<file path="src/sv/ffba_pkg.sv">
// Package for the first-fit block allocator: sizes, payload types, codes.
// No dependencies.
`default_nettype none

package ffba_pkg;

  localparam int BLOCK_BYTES  = 64;
  localparam int HEAP_BLOCKS  = 1024;
  localparam int MAX_SEGMENTS = 64;

  localparam int BYTES_W     = 16;
  localparam int ADDR_W      = 11;
  localparam int BYTE_SHIFT  = $clog2(BLOCK_BYTES);
  localparam int HEAP_IDX_W  = $clog2(HEAP_BLOCKS);
  localparam int SEG_IDX_W   = $clog2(MAX_SEGMENTS);
  localparam int SEG_CNT_W   = $clog2(MAX_SEGMENTS + 1);
  localparam int NEED_SUM_W  = BYTES_W + 1;
  localparam int NEED_W      = $clog2((65535 + BLOCK_BYTES - 1) / BLOCK_BYTES + 2);
  localparam int SEG_VAL_W   = 32;

  localparam logic OP_ALLOC = 1'b0;
  localparam logic OP_FREE  = 1'b1;

  typedef enum logic [1:0] {
    STATUS_OK,
    STATUS_BAD_ARG,
    STATUS_NO_FIT,
    STATUS_TABLE_FULL
  } status_t;

  typedef struct packed {
    logic                opcode;
    logic [BYTES_W-1:0]  request_bytes;
    logic [ADDR_W-1:0]   block_address;
  } in_req_t;

  typedef struct packed {
    logic [ADDR_W-1:0]   block_address_out;
    status_t             status;
  } out_rsp_t;

  typedef struct packed {
    logic [SEG_VAL_W-1:0] start;
    logic [SEG_VAL_W-1:0] length;
  } seg_t;

  typedef enum logic [2:0] {
    ST_IDLE,
    ST_CHECK,
    ST_SCAN,
    ST_DROP,
    ST_SHUP,
    ST_INSERT,
    ST_RESP
  } state_t;

  typedef enum logic [3:0] {
    CMD_NONE,
    CMD_ACCEPT,
    CMD_CHECK,
    CMD_BAD,
    CMD_NOFIT,
    CMD_FULL,
    CMD_SCAN_STEP,
    CMD_ALLOC_SPLIT,
    CMD_ALLOC_TAKE,
    CMD_FREE_BOTH,
    CMD_FREE_PREV,
    CMD_FREE_NEXT,
    CMD_SHUP_START,
    CMD_SHUP_STEP,
    CMD_DROP_STEP,
    CMD_INSERT
  } cmd_t;

  // Separate flag for the output load so the command set stays one-hot-free.
  typedef struct packed {
    cmd_t cmd;
    logic respond;
  } dp_ctl_t;

  typedef struct packed {
    logic is_free;
    logic bad;
    logic in_range;
    logic fit;
    logic exact;
    logic go_on;
    logic next_adj;
    logic prev_adj;
    logic full;
    logic ins_shift;
    logic drop_needed;
    logic drop_more;
    logic up_more;
    logic out_busy;
  } dp_stat_t;

endpackage

`default_nettype wire

</file>
<file path="src/sv/ffba_ctrl.sv">
// Controller state machine of the first-fit allocator.
// Depends on ffba_pkg; drives ffba_datapath through dp_ctl_t.
`default_nettype none

module ffba_ctrl (
  input  wire logic              clk,
  input  wire logic              rst_n,
  input  wire logic              in_valid,
  output logic                   in_ready,
  input  wire ffba_pkg::dp_stat_t stat,
  output ffba_pkg::dp_ctl_t      ctl
);

  ffba_pkg::state_t state_r, state_nxt;

  always_ff @(posedge clk) begin
    if (!rst_n) begin
      state_r <= ffba_pkg::ST_IDLE;
    end else begin
      state_r <= state_nxt;
    end
  end

  // Next state.
  always_comb begin
    state_nxt = state_r;
    unique case (state_r)
      ffba_pkg::ST_IDLE: begin
        if (in_valid) state_nxt = ffba_pkg::ST_CHECK;
      end
      ffba_pkg::ST_CHECK: begin
        state_nxt = stat.bad ? ffba_pkg::ST_RESP : ffba_pkg::ST_SCAN;
      end
      ffba_pkg::ST_SCAN: begin
        if (!stat.is_free) begin
          if (!stat.in_range) begin
            state_nxt = ffba_pkg::ST_RESP;
          end else if (stat.fit) begin
            state_nxt = (stat.exact && stat.drop_needed) ? ffba_pkg::ST_DROP
                                                         : ffba_pkg::ST_RESP;
          end
        end else if (!stat.go_on) begin
          if (stat.next_adj && stat.prev_adj) begin
            state_nxt = stat.drop_needed ? ffba_pkg::ST_DROP : ffba_pkg::ST_RESP;
          end else if (stat.prev_adj || stat.next_adj || stat.full) begin
            state_nxt = ffba_pkg::ST_RESP;
          end else if (stat.ins_shift) begin
            state_nxt = ffba_pkg::ST_SHUP;
          end else begin
            state_nxt = ffba_pkg::ST_INSERT;
          end
        end
      end
      ffba_pkg::ST_DROP: begin
        if (!stat.drop_more) state_nxt = ffba_pkg::ST_RESP;
      end
      ffba_pkg::ST_SHUP: begin
        if (!stat.up_more) state_nxt = ffba_pkg::ST_INSERT;
      end
      ffba_pkg::ST_INSERT: begin
        state_nxt = ffba_pkg::ST_RESP;
      end
      ffba_pkg::ST_RESP: begin
        if (!stat.out_busy) state_nxt = ffba_pkg::ST_IDLE;
      end
      default: state_nxt = ffba_pkg::ST_IDLE;
    endcase
  end

  // Outputs.
  always_comb begin
    ctl.cmd     = ffba_pkg::CMD_NONE;
    ctl.respond = 1'b0;
    in_ready    = 1'b0;
    unique case (state_r)
      ffba_pkg::ST_IDLE: begin
        in_ready = 1'b1;
        if (in_valid) ctl.cmd = ffba_pkg::CMD_ACCEPT;
      end
      ffba_pkg::ST_CHECK: begin
        ctl.cmd = stat.bad ? ffba_pkg::CMD_BAD : ffba_pkg::CMD_CHECK;
      end
      ffba_pkg::ST_SCAN: begin
        if (!stat.is_free) begin
          if (!stat.in_range) begin
            ctl.cmd = ffba_pkg::CMD_NOFIT;
          end else if (stat.fit) begin
            ctl.cmd = stat.exact ? ffba_pkg::CMD_ALLOC_TAKE : ffba_pkg::CMD_ALLOC_SPLIT;
          end else begin
            ctl.cmd = ffba_pkg::CMD_SCAN_STEP;
          end
        end else if (stat.go_on) begin
          ctl.cmd = ffba_pkg::CMD_SCAN_STEP;
        end else if (stat.next_adj && stat.prev_adj) begin
          ctl.cmd = ffba_pkg::CMD_FREE_BOTH;
        end else if (stat.prev_adj) begin
          ctl.cmd = ffba_pkg::CMD_FREE_PREV;
        end else if (stat.next_adj) begin
          ctl.cmd = ffba_pkg::CMD_FREE_NEXT;
        end else if (stat.full) begin
          ctl.cmd = ffba_pkg::CMD_FULL;
        end else if (stat.ins_shift) begin
          ctl.cmd = ffba_pkg::CMD_SHUP_START;
        end
      end
      ffba_pkg::ST_DROP:   ctl.cmd = ffba_pkg::CMD_DROP_STEP;
      ffba_pkg::ST_SHUP:   ctl.cmd = ffba_pkg::CMD_SHUP_STEP;
      ffba_pkg::ST_INSERT: ctl.cmd = ffba_pkg::CMD_INSERT;
      ffba_pkg::ST_RESP: begin
        ctl.respond = !stat.out_busy;
      end
      default: ctl.cmd = ffba_pkg::CMD_NONE;
    endcase
  end

endmodule

`default_nettype wire

</file>
<file path="config.mk">
export PLATFORM = sky130hd
export DESIGN_NAME = ffba_ctrl
export DESIGN_NICKNAME = d
export VERILOG_FILES = /design/src/sv/ffba_pkg.sv /design/src/sv/ffba_ctrl.sv
export SDC_FILE = /design/constraint.sdc
export NUM_CORES = 1
export LEC_CHECK = 0
export BUFFER_PORTS_ARGS = -buffer_cell sky130_fd_sc_hd__buf_4
export CORE_AREA = 2 2 39 41
export DETAILED_ROUTE_END_ITERATION = 16
export DIE_AREA = 0 0 41 43
export PLACE_DENSITY = 0.67
export SLEW_MARGIN = 20
export SYNTH_ARGS = -nofsm -noshare
export SYNTH_HDL_FRONTEND = slang
export SYNTH_SLANG_ARGS = --single-unit
</file>
<file path="constraint.sdc">
create_clock -name clk -period 1.3 [get_ports clk]
set_input_delay 0.26 -clock clk [delete_from_list [all_inputs] [get_ports clk]]
set_output_delay 0.26 -clock clk [all_outputs]
set_load 0.02 [all_outputs]
</file>
==> Word level (Yosys, flattened, before mapping) <==
Cells that the tools add are included.
{ "totals": {"ff_bits": 3, "in_bits": 17, "output_inout_bits": 6, "wordCells": 50} }
{ "op_classes": {"n_eq_ne": 12, "mux": 30, "n_reduce_logical": 7} }
{ "op_table": {"columns": ["operator", "n"], "rows": [
  ["4-bit two-way mux", 10],
  ["3-bit two-way mux", 12],
  ["4-bit case mux with 6 select lines", 1],
  ["3-bit case mux with 7 select lines", 1],
  ["3-bit equality test (second input constant)", 3],
  ["2-bit inequality test (second input constant)", 4],
  ["3-bit by 2-bit equality test with 1-bit output (second input constant)", 2],
  ["6-bit AND reduction", 1],
  ["1-bit two-way mux", 5],
  ["4-bit inequality test (second input constant)", 1],
  ["3-bit by 1-bit equality test with 1-bit output (second input constant)", 1],
  ["3-bit zero test", 1],
  ["3-bit inequality test (second input constant)", 1],
  ["1-bit logical AND", 2],
  ["1-bit logical OR", 2],
  ["2-bit two-way mux", 1],
  ["1-bit zero test", 1]
]} }

==> Longest topological paths before layout <==
{ "logic_depth": {"word_depth": 8, "depth_mapped": 6, "depth_no_buf": 6} }

==> Worst setup path after synthesis <==
No wires, ideal clock.
{ "synth_path": {"path_kind": "input -> output", "from": "input port stat[9] in the netlist's numbering", "to": "output port ctl[1] in the netlist's numbering", "t_arrival_ns": 1.398, "required_ns": 1.040, "slack_ns": -0.358, "stages": 3, "path_buffers": 0, "cell_sequence": "or4bb_1 > o21a_1 > o31ai_1"} }
{ "synth_lines": {"columns": ["item", "line_no", "rtl"], "rows": [
  ["start, declared", "ffba_ctrl.sv:10", "input wire ffba_pkg::dp_stat_t stat,"],
  ["end, declared", "ffba_ctrl.sv:11", "output ffba_pkg::dp_ctl_t ctl"]
]} }

==> impl_metrics.env <==
export IMPL_status="finished, violations left"
export IMPL_violations="setup timing"
export IMPL_regMostFlops="state_r"
export IMPL_finalWirelength_microns=1820
export IMPL_dp_slack_ns=-0.346
export IMPL_layout_commonest_cell="buf_4"
export IMPL_drt_initial_drc_count=5
export IMPL_cpMostUsedCell="buf_6"
export IMPL_fp_coreArea_sq_um=1380
export IMPL_grt_pass1_wl_microns=2710
export IMPL_path_cells="buf_6 > or4bb_1 > o21a_1 > o31ai_4 > buf_6"
export IMPL_path_max_fanout=4
export IMPL_synth_area_sq_um=473
export IMPL_hold_path_class="input pin to flip-flop"
export IMPL_cts_buffer_depth=2
export IMPL_via_per_inst=5.37
export IMPL_layout_min_cycle_time_ns=1.62
export IMPL_ys_flop_type="dfxtp_1"
export IMPL_syn_avg_cell_area_sq_um=7.17
export IMPL_synth_edf_count=0
export IMPL_synthMuxAreaShare=0.0212
export IMPL_row_count=14
export IMPL_setup_viol=8
export IMPL_arrival_ns=1.36
export IMPL_synth_xor_area_share=0
export IMPL_post_drt_wl_per_cell_microns=14.4
export IMPL_crit_path_end_kind="output pin"
export IMPL_synth_fa_ha_area_frac=0.0529
export IMPL_fin_crit_sh=1.25
export IMPL_synth_compound_area_frac=0.362
export IMPL_ys_types=35
export IMPL_ios=23
export IMPL_r2r_end="state_r[2]"
export IMPL_cts_root_buf="clkbuf_4"
export IMPL_largest_reg_flops=3
export IMPL_whs_path_depth=3
export IMPL_n_antenna_cell=0
export IMPL_ys_async_sr_fraction=0
export IMPL_io_buffers=22
export IMPL_clock_sinks=3
export IMPL_htree_levels=1
export IMPL_timing_final_ws_setup_ns=-0.321
export IMPL_place_hpwl_microns=1180
export IMPL_maxCapViolCount=0
export IMPL_grtUsageTotal=0.218
export IMPL_areaGrowthSynthToFinish_pct=133
export IMPL_max_freq_mhz=617
export IMPL_drive_above_1_share=0.673
export IMPL_fin_nets=130
export IMPL_p_per_area_nw_per_um2=1830
export IMPL_drc=0
export IMPL_tightest_slew_ns=0.361
export IMPL_numCtsBuffers=3
export IMPL_cts_tree="done"
export IMPL_clock_skew_ns=0.000698
export IMPL_fin_util=0.797
export IMPL_slew_violations=0
export IMPL_fp_dieArea_sq_um=1760
export IMPL_hold_violations=0
export IMPL_grt_max_degree=8
export IMPL_antenna_found_initial=0
export IMPL_vdd_drop_max_mv=0.728
export IMPL_crit_required_ns=1.04
export IMPL_synthCells=66
export IMPL_die_x_microns=41
export IMPL_relSlewSlack=0.759
export IMPL_crit_slowest_cell="or4bb_1"
export IMPL_drtPass1Iterations=4
export IMPL_top_regs="state_r (3)"
export IMPL_synth_seq_area_share=0.127
export IMPL_clkTransAtPathRegs_ns=0.04
export IMPL_r2r_start="state_r[1]"
export IMPL_vias=676
export IMPL_gr_total_overflow=0
export IMPL_synth_seq_cells=3
export IMPL_reg2reg_slack_ns=-0.19
export IMPL_mostFrequentLayoutCells="buf_4, buf_6, a21oi_1"
export IMPL_setup_tns_ns=-1.15
export IMPL_synth_simple_area_share=0.378
export IMPL_min_from="rst_n"
export IMPL_yosys_warnings=0
export IMPL_place_gp_congestion=0.748
export IMPL_crit_path_start_kind="input pin"
export IMPL_rsz0062_at_grt="true"
export IMPL_initial_core_util=0.342
export IMPL_slowest_delay_ns=0.53
export IMPL_min_to="state_r[1]"
export IMPL_grt_pass1_vias=667
export IMPL_p_leak_uw=0.000474
export IMPL_synth_top_family_by_area="simple AND/OR/NAND/NOR gates"
export IMPL_synth_net_count=85
export IMPL_worst_r2r_cell_count=5
export IMPL_die_height_microns=43
export IMPL_path_class="input pin to output pin"
export IMPL_clock_latency_ns=0.23
export IMPL_cts_hold_buf=0
export IMPL_drtAntennaViolNets=0
critical path, delay by kind of cell:
kind                   cells  cell delay [ns]
AOI/OAI and AO/OA          2             0.33
and+or+nand+nor            1             0.53
buffers and inverters      2             0.24
stage by stage:
stage	instance area [sq um]	total power [uW]	hold WS, ns	cells
5_1_grt	1100	2140	0.334	126
2_1_floorplan	509	829	0.398	66
6_report	1100	2020	0.308	126
3_5_place_dp	807	1310	0.546	118
3_3_place_gp	807	1300	0.540	118
4_1_cts	1000	1760	0.292	125
cell type report:
type	instances	area, sq um
clock buffers	4	26.3
repair buffers	43	402
well taps	16	20.0
flip-flops and latches	3	71.3
fillers	92	282
multi-input cells	56	568
inverters	4	15.0
worst max path at each step:
stage | from | end | slack, ns | depth (start not counted)
final | stat[9] | ctl[1] | -0.32 | 5
after global routing | stat[9] | ctl[1] | -0.37 | 5
after CTS | stat[9] | ctl[1] | -0.32 | 5
after detailed placement | stat[9] | ctl[1] | -0.35 | 5
after global placement | stat[9] | ctl[1] | -0.32 | 5
after floorplan | stat[9] | ctl[1] | -0.11 | 3
synth_stat cells, drive strengths merged (2+ instances only):
| library cell | instances | area (sq um) |
|---|---|---|
| nor2 | 3 | 11.3 |
| o21a | 3 | 22.5 |
| or2 | 2 | 12.5 |
| clkbuf | 2 | 7.51 |
| o31ai | 2 | 15.0 |
| nand2 | 3 | 11.3 |
| ha | 2 | 25.0 |
| a21oi | 7 | 35.0 |
| nand2b | 5 | 31.3 |
| inv | 4 | 15.0 |
| o21ai | 5 | 25.0 |
| nand4b | 2 | 17.5 |
| nor3 | 4 | 20.0 |
| dfxtp | 3 | 60.1 |
repair_timing:
item / in CTS / in global routing
setup endpoints to repair: 9 / 9
setup buffers: 3 / 1
gates resized for setup: 38 / 15
pin swaps: 14 / 8
cloned: 0 / 0
power breakdown:
group	total, uW	switching (uW)	internal [uW]	leakage [uW]
combinational	1630	736	892	0.000432
sequential	232	76.1	156	0.0000267
clock	160	45.3	115	0.0000150
kinds of logic after synthesis:
logic type	Yosys count
AO/OA/AOI/OAI	25
adder cells (fa/ha/maj)	2
buffers and inverters	7
flip-flops	3
multiplexers	1
AND/OR/NAND/NOR	28
routing by layer:
| layer | global-route usage | vias up | share of wire | wire length (microns) |
|---|---|---|---|---|
| met4 | 0.0600 | 0 | 0.011 | 20 |
| met1 | 0.268 | 319 | 0.41 | 738 |
| met3 | 0.00524 | 2 | 0.020 | 37 |
| met2 | 0.388 | 17 | 0.56 | 1020 |
| li1 | - | 338 | - | - |
| met5 | 0 | - | 0 | 0 |
(Power assumes the default switching activity.)
